[config.mk]
export PLATFORM = sky130hd
export DESIGN_NAME = tgcc_front
export DESIGN_NICKNAME = d
export VERILOG_FILES = /design/src/rtl/core/tgcc_pkg.sv /design/src/rtl/core/tgcc_front.sv
export VERILOG_INCLUDE_DIRS = /design/src /design/src/rtl/core
export SDC_FILE = /design/constraint.sdc
export NUM_CORES = 1
export LEC_CHECK = 0
export BUFFER_PORTS_ARGS = -buffer_cell sky130_fd_sc_hd__buf_4
export CORE_ASPECT_RATIO = 2
export CORE_MARGIN = 5
export CORE_UTILIZATION = 25
export DETAILED_ROUTE_END_ITERATION = 8
export SLEW_MARGIN = 20
export SYNTH_ARGS = -nofsm -noshare
export SYNTH_HDL_FRONTEND = slang
export SYNTH_SLANG_ARGS = --single-unit
export TNS_END_PERCENT = 50
[constraint.sdc]
create_clock -name clk_i -period 5.85 [get_ports clk_i]
set_input_delay 1.17 -clock clk_i [delete_from_list [all_inputs] [get_ports clk_i]]
set_output_delay 1.17 -clock clk_i [all_outputs]
set_load 0.02 [all_outputs]
[src/rtl/core/tile_grid_circle_collision_core_assert.svh]
// Assertion macros shared by the collision core modules.
// Each macro expects clk_i and rst_ni in the enclosing scope.
`ifndef TILE_GRID_CIRCLE_COLLISION_CORE_ASSERT_SVH
`define TILE_GRID_CIRCLE_COLLISION_CORE_ASSERT_SVH

// Same-cycle implication.
`define TGCC_ASSERT_IMP(lbl, ante, cons, msg) \
  lbl: assert property (@(posedge clk_i) disable iff (!rst_ni) (ante) |-> (cons)) \
    else $error(msg);

// Next-cycle implication.
`define TGCC_ASSERT_NXT(lbl, ante, cons, msg) \
  lbl: assert property (@(posedge clk_i) disable iff (!rst_ni) (ante) |=> (cons)) \
    else $error(msg);

`endif

[src/rtl/core/tgcc_pkg.sv]
`timescale 1ns / 1ps

package tgcc_pkg;

  // Map geometry defaults
  localparam int GRID_COLS = 64;
  localparam int GRID_ROWS = 64;

  // Local cell index width (grid_width / grid_height are 7 bits)
  localparam int LIDX_W = 7;
  // Circle bound numerator and floor quotient widths
  localparam int NUM_W  = 34;
  localparam int QUO_W  = 35;

  localparam logic [30:0] CELL_SIZE_RST = 31'd65536;

  typedef enum logic [1:0] {
    REQ_CLEAR  = 2'd0,
    REQ_SET    = 2'd1,
    REQ_QUERY  = 2'd2,
    REQ_CIRCLE = 2'd3
  } req_type_e;

  typedef enum logic [2:0] {
    REG_GRID_MIN_X  = 3'd0,
    REG_GRID_MIN_Y  = 3'd1,
    REG_GRID_WIDTH  = 3'd2,
    REG_GRID_HEIGHT = 3'd3,
    REG_ORIGIN_X    = 3'd4,
    REG_ORIGIN_Y    = 3'd5,
    REG_CELL_WIDTH  = 3'd6,
    REG_CELL_HEIGHT = 3'd7
  } reg_idx_e;

  // Work classes handed from front to back
  typedef enum logic [2:0] {
    OP_CLEAR,
    OP_SET,
    OP_QUERY,
    OP_NONE,
    OP_CIRCLE
  } op_e;

  typedef enum logic [3:0] {
    ST_IDLE,
    ST_SET_WR,
    ST_QRY_RD,
    ST_DIV_GO,
    ST_DIV_WAIT,
    ST_CLIP,
    ST_ROW_RD,
    ST_ROW_TY,
    ST_ROW_SQ,
    ST_COL,
    ST_COL_DX,
    ST_COL_SQ,
    ST_COL_CMP,
    ST_DONE
  } back_state_e;

  typedef struct packed {
    req_type_e          req_type;
    logic signed [15:0] cell_x;
    logic signed [15:0] cell_y;
    logic signed [31:0] center_x;
    logic signed [31:0] center_y;
    logic [30:0]        radius;
  } in_t;

  typedef struct packed {
    logic hit;
    logic in_grid;
  } out_t;

  // Effective configuration (sizes saturated, zero tile size forced to 1)
  typedef struct packed {
    logic signed [15:0] gx0;
    logic signed [15:0] gy0;
    logic [6:0]         cols;
    logic [6:0]         rows;
    logic signed [31:0] ox;
    logic signed [31:0] oy;
    logic [30:0]        cw;
    logic [30:0]        ch;
  } cfg_t;

  typedef struct packed {
    op_e                op;
    logic [LIDX_W-1:0]  lx;
    logic [LIDX_W-1:0]  ly;
    logic signed [31:0] center_x;
    logic signed [31:0] center_y;
    logic [30:0]        radius;
  } entry_t;

endpackage

[src/rtl/core/tgcc_front.sv]
`timescale 1ns / 1ps
`include "tile_grid_circle_collision_core_assert.svh"

// Accepts requests, classifies them against the grid, queues them (2 deep).
module tgcc_front (
  input  logic              clk_i,
  input  logic              rst_ni,
  input  tgcc_pkg::cfg_t    cfg_i,
  input  logic              in_valid_i,
  output logic              in_ready_o,
  input  tgcc_pkg::in_t     in_data_i,
  output logic              q_valid_o,
  input  logic              q_ready_i,
  output tgcc_pkg::entry_t  q_ent_o
);

  tgcc_pkg::entry_t   fifo_q [2];
  tgcc_pkg::entry_t   ent_d;
  logic               wr_ptr_q, rd_ptr_q;
  logic [1:0]         cnt_q;
  logic               push, pop;
  logic signed [16:0] lxs, lys;
  logic               in_x, in_y, in_cell, no_grid;

  // Cell coordinate relative to the grid's first cell
  assign lxs     = 17'(in_data_i.cell_x) - 17'(cfg_i.gx0);
  assign lys     = 17'(in_data_i.cell_y) - 17'(cfg_i.gy0);
  assign in_x    = !lxs[16] && (lxs < $signed({10'd0, cfg_i.cols}));
  assign in_y    = !lys[16] && (lys < $signed({10'd0, cfg_i.rows}));
  assign in_cell = in_x && in_y;
  assign no_grid = (cfg_i.cols == '0) || (cfg_i.rows == '0);

  // Classification
  always_comb begin
    ent_d.lx       = lxs[tgcc_pkg::LIDX_W-1:0];
    ent_d.ly       = lys[tgcc_pkg::LIDX_W-1:0];
    ent_d.center_x = in_data_i.center_x;
    ent_d.center_y = in_data_i.center_y;
    ent_d.radius   = in_data_i.radius;
    unique case (in_data_i.req_type)
      tgcc_pkg::REQ_CLEAR:  ent_d.op = tgcc_pkg::OP_CLEAR;
      tgcc_pkg::REQ_SET:    ent_d.op = in_cell ? tgcc_pkg::OP_SET : tgcc_pkg::OP_NONE;
      tgcc_pkg::REQ_QUERY:  ent_d.op = in_cell ? tgcc_pkg::OP_QUERY : tgcc_pkg::OP_NONE;
      tgcc_pkg::REQ_CIRCLE: ent_d.op = no_grid ? tgcc_pkg::OP_NONE : tgcc_pkg::OP_CIRCLE;
      default:              ent_d.op = tgcc_pkg::OP_NONE;
    endcase
  end

  assign in_ready_o = cnt_q != 2'd2;
  assign push       = in_valid_i && in_ready_o;
  assign q_valid_o  = cnt_q != 2'd0;
  assign pop        = q_valid_o && q_ready_i;
  assign q_ent_o    = fifo_q[rd_ptr_q];

  // Queue pointers
  always_ff @(posedge clk_i or negedge rst_ni) begin
    if (!rst_ni) begin
      wr_ptr_q <= 1'b0;
      rd_ptr_q <= 1'b0;
      cnt_q    <= 2'd0;
    end else begin
      if (push) wr_ptr_q <= !wr_ptr_q;
      if (pop)  rd_ptr_q <= !rd_ptr_q;
      cnt_q <= cnt_q + 2'(push) - 2'(pop);
    end
  end

  // Queue storage
  always_ff @(posedge clk_i) begin
    if (push) fifo_q[wr_ptr_q] <= ent_d;
  end

  `TGCC_ASSERT_IMP(a_cnt_range, 1'b1, cnt_q != 2'd3, "queue count out of range")
  `TGCC_ASSERT_IMP(a_no_pop_empty, pop, cnt_q != 2'd0, "pop from empty queue")
  `TGCC_ASSERT_NXT(a_push_only, push && !pop, cnt_q == $past(cnt_q) + 2'd1,
                   "queue count did not follow push")

endmodule

==> flow_metrics.env, run 1 <==
export IMPL_status="complete, no violations"
export IMPL_pwr_share_clk_pct=22.1
export IMPL_vias=7087
export IMPL_drive_gt1_share_pct=44.2
export IMPL_hold_path_class="input pin to async pin"
export IMPL_path_class="input pin to register"
export IMPL_fill_cells=4198
export IMPL_setup_violations=0
export IMPL_antenna_found_initial=0
export IMPL_syn_inst=724
export IMPL_synthTopCellsByArea="edfxtp_1 63%, mux2_2 12%, ha_1 5.5%"
export IMPL_post_cts_buffers=0
export IMPL_cp_max_fo=5
export IMPL_fin_crit_ns=4.50
export IMPL_syn_to_final_growth_pct=33.0
export IMPL_finalCritPeriodShare_pct=77.0
export IMPL_grt_pass1_wl_um=41300
export IMPL_dieArea_um2=47000
export IMPL_grt_pass1_vias=7457
export IMPL_synth_distinct_cells=66
export IMPL_whs_ns=0.460
export IMPL_synthArstFlopShare_pct=1.75
export IMPL_setup_tns_ns=0
export IMPL_dieWidth_um=156
export IMPL_gp_congestion=0.889
export IMPL_grtUsageMet3_pct=3.53
export IMPL_p_per_area_nw_per_um2=430
export IMPL_syn_cell_area_um2=10600
export IMPL_numCtsBuffers=22
export IMPL_grt_busiest_layer="met2"
export IMPL_ys_warn_count=0
export IMPL_wire_per_inst_um=17.5
export IMPL_yosys_area_top_type="edfxtp_1"
export IMPL_leakage_nw=5.53
export IMPL_crit_arrival_ns=4.73
export IMPL_clock_sinks=228
export IMPL_start_util_pct=25.1
export IMPL_cts_resized=0
export IMPL_drv_slew=0
export IMPL_insertion_delay_ns=0.51
export IMPL_dp_worst_setup_slack_ns=0.762
export IMPL_use_met2_pct=18.5
export IMPL_critPathRequiredTime_ns=6.08
export IMPL_path_clk_slew_ns=0.06
export IMPL_worst_pin_slew_ns=0.766
export IMPL_cts_root_buf="clkbuf_16"
export IMPL_yosys_register_bits=228
export IMPL_cp_end_kind="register"
export IMPL_drt_initial_drc_count=363
export IMPL_antenna_left=0
export IMPL_net_switching_power_w=0.00203
export IMPL_drt_pass1_iter_count=4
export IMPL_cts_tree="built"
export IMPL_hold_viol=0
export IMPL_ir_drop_mv=0.246
export IMPL_final_net_count=1377
export IMPL_p_sw_share_pct=33.4
export IMPL_seq_power_share_pct=38.9
export IMPL_start_kind="input pin"
export IMPL_row_count=107
export IMPL_syn_area_per_cell_um2=14.7
export IMPL_drv_cap=0
export IMPL_ios=419
export IMPL_synth_edf_count=224
export IMPL_yosys_most_used_dff="edfxtp_1"
export IMPL_fmax_mhz=222
export IMPL_grt_util_all_layers_pct=11.1
export IMPL_wirelength_um=27600
export IMPL_diodes=0
export IMPL_cts_hold_buf=0
export IMPL_grt_max_degree=66
export IMPL_fp_dieH_um=301
export IMPL_yosysSeqAreaShare_pct=64.3
export IMPL_fin_skew_ns=0.0113
export IMPL_viasPerCell=4.48
export IMPL_synth_top_area_share_pct=63.3
export IMPL_drc_errors=0
export IMPL_ctsHtreeMaxLevel=1
export IMPL_coreArea_um2=42300
export IMPL_rsz0062_at_grt="false"
export IMPL_fin_ws_ns=1.35
export IMPL_clk_path_buf_depth=3
export IMPL_grt_remaining_overflow=0
export IMPL_grt_use_met1_pct=13.8
export IMPL_dp_hpwl_um=21000
export IMPL_synth_fp_nets=1078
export IMPL_slew_headroom_pct=48.9
export IMPL_port_buffers=292
export IMPL_intPower_w=0.00404
export IMPL_combinationalPowerShare_pct=39.0
routing by layer:
| layer | share of wire (%) | wire length (µm) |
|---|---|---|
| met5 | 0 | 0 |
| met4 | 2.6 | 716 |
| met3 | 11 | 2910 |
| met2 | 46 | 12800 |
| met1 | 41 | 11200 |
synthesized netlist by cell type (5+ instances only):
cell type / count
a21oi_1: 30
clkbuf_1: 14
edfxtp_1: 224
ha_1: 47
inv_1: 61
mux2_2: 112
nand2_1: 21
nand2b_1: 6
nand3_1: 11
nand4_1: 11
nor2_1: 31
nor2b_1: 6
nor3_1: 13
o211ai_1: 5
o21a_1: 9
o21ai_0: 17
xnor2_1: 10
cells by family after synthesis:
kind of cell               Yosys count  share of synthesized area, %
DFF                                228                          64.3
and+or+nand+nor                    130                          6.49
muxes                              114                          12.1
AOI/OAI and AO/OA                  105                          6.81
buffers and inverters               84                          3.29
adders and majority gates           49                          5.91
xor gates and xnor gates            14                          1.15
sequential cells by signal (all words and copies together) (netlist names):
name and flops:
fifo_q 224, cnt_q 2, rd_ptr_q 1, wr_ptr_q 1
path summary, 6_finish.rpt:
kind	startpoint	cells past startpoint	slack, ns	end
worst max register to register	cnt_q[1]	3	3.84	fifo_q[1][38]
worst min-delay path	rst_ni	1	0.46	rd_ptr_q
worst min register to register	cnt_q[1]	1	0.51	cnt_q[1]
min in group clk_i	cnt_q[1]	1	0.51	cnt_q[1]
worst max-delay path	cfg_i[159]	16	1.35	fifo_q[0][110]
max in group asynchronous	rst_ni	1	5.27	rd_ptr_q
power by group through the flow:
stage	logic, W	clock network (W)	registers (W)
3_5_place_dp	0.00240	0	0.00240
3_3_place_gp	0.00239	0	0.00238
6_report	0.00237	0.00134	0.00236
2_1_floorplan	0.00145	0	0.00237
5_1_grt	0.00253	0.00147	0.00239
4_1_cts	0.00242	0.00140	0.00237
cell usage in the layout (no fill, tap or decap), types with 3 or more instances in the layout:
| cell | Yosys | layout |
|---|---|---|
| a211o_1 | 3 | 3 |
| a211oi_1 | 4 | 4 |
| a21o_1 | 3 | 3 |
| a21oi_1 | 30 | 30 |
| and2_1 | 4 | 4 |
| buf_4 | 0 | 297 |
| clkbuf_1 | 14 | 3 |
| clkbuf_16 | 0 | 23 |
| clkinv_1 | 0 | 5 |
| dfrtp_1 | 4 | 3 |
| edfxtp_1 | 224 | 224 |
| ha_1 | 47 | 47 |
| inv_1 | 61 | 61 |
| mux2_2 | 112 | 112 |
| nand2_1 | 21 | 21 |
| nand2b_1 | 6 | 6 |
| nand3_1 | 11 | 11 |
| nand4_1 | 11 | 11 |
| nor2_1 | 31 | 30 |
| nor2b_1 | 6 | 6 |
| nor3_1 | 13 | 13 |
| nor3b_1 | 3 | 3 |
| nor4_1 | 4 | 4 |
| o2111ai_1 | 4 | 4 |
| o211ai_1 | 5 | 5 |
| o21a_1 | 9 | 9 |
| o21ai_0 | 17 | 17 |
| o31ai_1 | 4 | 4 |
| or2_2 | 3 | 3 |
| or3_1 | 4 | 4 |
| xnor2_1 | 10 | 10 |
| xor2_1 | 4 | 4 |
layout make-up:
class                   count  area (µm²)  share of cell area [%]
inverters                  61         229                    1.62
repair buffers            298        2250                    15.9
flip-flops and latches    228        6830                    48.4
well taps                 545         682                    4.83
clock inverters            11        88.8                   0.629
clock buffers              26         587                    4.15
multi-input cells         412        3460                    24.5
metrics by stage:
step	power (W)	cells	cell area, µm²	utilization, %
floorplan	0.00382	724	10600	-
global placement	0.00477	1544	13400	31.8
detailed placement	0.00481	1544	13400	31.8
CTS	0.00618	1581	14100	33.4
global route	0.00640	1581	14100	33.4
finish	0.00607	1581	14100	33.4
critical path, cell delays in order:
cell,delay [ns]
buf_4,0.08
inv_1,0.03
ha_1,0.36
and3_2,0.24
a211oi_1,0.45
nand2_1,0.16
xor2_1,0.33
ha_1,0.32
a21oi_1,0.14
nand2_1,0.07
a21oi_1,0.19
o211ai_1,0.16
nor4_2,0.33
nand4_1,0.16
nor4b_2,0.38
a21oi_1,0.14
Power figures use the tool's default switching activity.
==> inputs of run 2 (changes only) <==
clock period = 3.78 ns   (was 5.85 ns; I/O delays follow)
==> flow_metrics.env, run 2 (synthesis gave the netlist of run 1 again) <==
export IMPL_grt_util_all_layers_pct=10.9
export IMPL_p_per_area_nw_per_um2=653
export IMPL_dp_hpwl_um=21300
export IMPL_slowest_stage="nor4_2"
export IMPL_start_util_pct=25.1
export IMPL_numCtsBuffers=22
export IMPL_drv_cap=0
export IMPL_wirelength_um=27400
export IMPL_grt_pass1_wl_um=40900
export IMPL_clk_path_buf_depth=3
export IMPL_crit_family="simple AND/OR/NAND/NOR gates"
export IMPL_fin_skew_ns=0.00963
export IMPL_grt_remaining_overflow=0
export IMPL_grt_max_degree=83
export IMPL_drv_slew=0
export IMPL_drt_pass1_iter_count=5
export IMPL_final_net_count=1422
export IMPL_cts_tree="built"
export IMPL_ctsHtreeMaxLevel=1
export IMPL_largest_reg_flops=224
export IMPL_final_cell_mix="339 x buf_4, 224 x edfxtp_1, 112 x mux2_2"
export IMPL_drc_errors=0
export IMPL_dp_cells=1587
export IMPL_start_kind="input pin"
export IMPL_crit_buf_inv=3
export IMPL_stdcell_count=1629
export IMPL_viasPerCell=4.43
export IMPL_syn_to_final_growth_pct=37.6
export IMPL_leakage_nw=5.81
export IMPL_cts_root_buf="clkbuf_16"
export IMPL_worst_pin_slew_ns=0.642
export IMPL_cp_end_kind="register"
export IMPL_fill_cells=4195
export IMPL_insertion_delay_ns=0.51
export IMPL_grt_pass1_vias=7528
export IMPL_vias=7213
export IMPL_crit_arrival_ns=3.87
export IMPL_dieWidth_um=156
export IMPL_dieArea_um2=47000
export IMPL_port_buffers=292
export IMPL_fmax_mhz=276
export IMPL_finalCritPeriodShare_pct=95.8
export IMPL_path_clk_slew_ns=0.06
export IMPL_final_common_cell="buf_4"
export IMPL_fin_crit_ns=3.62
export IMPL_clock_sinks=228
export IMPL_slew_headroom_pct=56.8
export IMPL_top_regs="fifo_q: 224 flops, cnt_q: 2 flops"
export IMPL_regMostFlops="fifo_q"
export IMPL_drive_gt1_share_pct=47.8
export IMPL_critPathRequiredTime_ns=4.03
export IMPL_hold_path_class="input pin to async pin"
export IMPL_wire_per_inst_um=16.8
export IMPL_row_count=107
export IMPL_fp_dieH_um=301
export IMPL_fin_ws_ns=0.160
export IMPL_path_cells="buf_4 -> inv_1 -> ha_1 -> nor2b_1 -> o31a_1 -> or2_4 -> a21oi_4 -> xnor2_2 -> ha_4 -> a21oi_1 -> nand2_1 -> a32oi_1 -> o211ai_1 -> nor4_2 -> nand4_1 -> nor4b_2 -> buf_4 -> a21oi_1"
export IMPL_ios=419
export IMPL_gp_congestion=0.847
export IMPL_status="complete, no violations"
export IMPL_coreArea_um2=42300
export IMPL_ir_drop_mv=0.434
export IMPL_drt_initial_drc_count=283
export IMPL_dp_worst_setup_slack_ns=-0.609
export IMPL_cts_hold_buf=0
export IMPL_power_total_w=0.00954
export IMPL_slowest_delay_ns=0.31
export IMPL_antenna_found_initial=0
export IMPL_cp_max_fo=3
export IMPL_setup_violations=0
export IMPL_path_class="input pin to register"
export IMPL_diodes=0
export IMPL_antenna_left=0
export IMPL_hold_viol=0
[run 2: cell count changes in the layout (fill, tap and decap cells not counted), sizes merged]
cell / delta
buf: +45
clkbuf: +2
clkinv: +3
clkinvlp: -2
[run 2: area by class of cell]
type                    count  area [µm²]  area share, %
multi-input cells         412        3550           24.3
inverters                  61         229           1.57
clock buffers              28         593           4.06
well taps                 545         682           4.67
repair buffers            343        2630           18.0
clock inverters            12         104          0.711
flip-flops and latches    228        6830           46.7
[run 2: worst paths after layout]
kind                                     from             end  slack, ns  depth (start not counted)
min in group clk_i              in_data_i[50]   fifo_q[0][50]       0.43                          1
worst max register to register       cnt_q[1]        cnt_q[1]       1.97                          7
worst min register to register       cnt_q[1]        cnt_q[1]       0.50                          1
worst min-delay path                   rst_ni        rd_ptr_q       0.04                          1
worst max-delay path               cfg_i[141]  fifo_q[1][109]       0.16                         18
max in group asynchronous              rst_ni        rd_ptr_q       3.63                          1
[run 2: layer usage]
| layer | part of all wire [%] | GRT usage (%) |
|---|---|---|
| met5 | 0 | 0 |
| met4 | 2.5 | 3.13 |
| met3 | 9.5 | 3.40 |
| met2 | 46 | 17.8 |
| met1 | 42 | 13.8 |
[run 2: timing repair]
item | in CTS | in global routing
gates resized for setup | 2 | 13
setup buffers | 1 | 1
endpoints found under the hold margin | 0 | 0
setup endpoints to repair | 4 | 4
pin swaps | 3 | 11
[run 2: power breakdown]
part | switching (W) | internal [W] | total, W
logic | 0.00206 | 0.00171 | 0.00377
clock network | 0.000895 | 0.00119 | 0.00208
registers | 0.000208 | 0.00348 | 0.00368
total | 0.00316 | 0.00638 | 0.00954
[run 2: stage by stage]
stage / cell area [µm²] / util (%) / hold WS (ns) / TNS, ns
6_report: 14600 / 34.5 / 0.0377 / 0
3_5_place_dp: 13800 / 32.6 / 0.491 / -2.42
2_1_floorplan: 10600 / - / 0.460 / -9.30
4_1_cts: 14500 / 34.3 / 0.00678 / 0
5_1_grt: 14600 / 34.5 / 0.0165 / -0.00965
3_3_place_gp: 13800 / 32.6 / 0.477 / -2.58
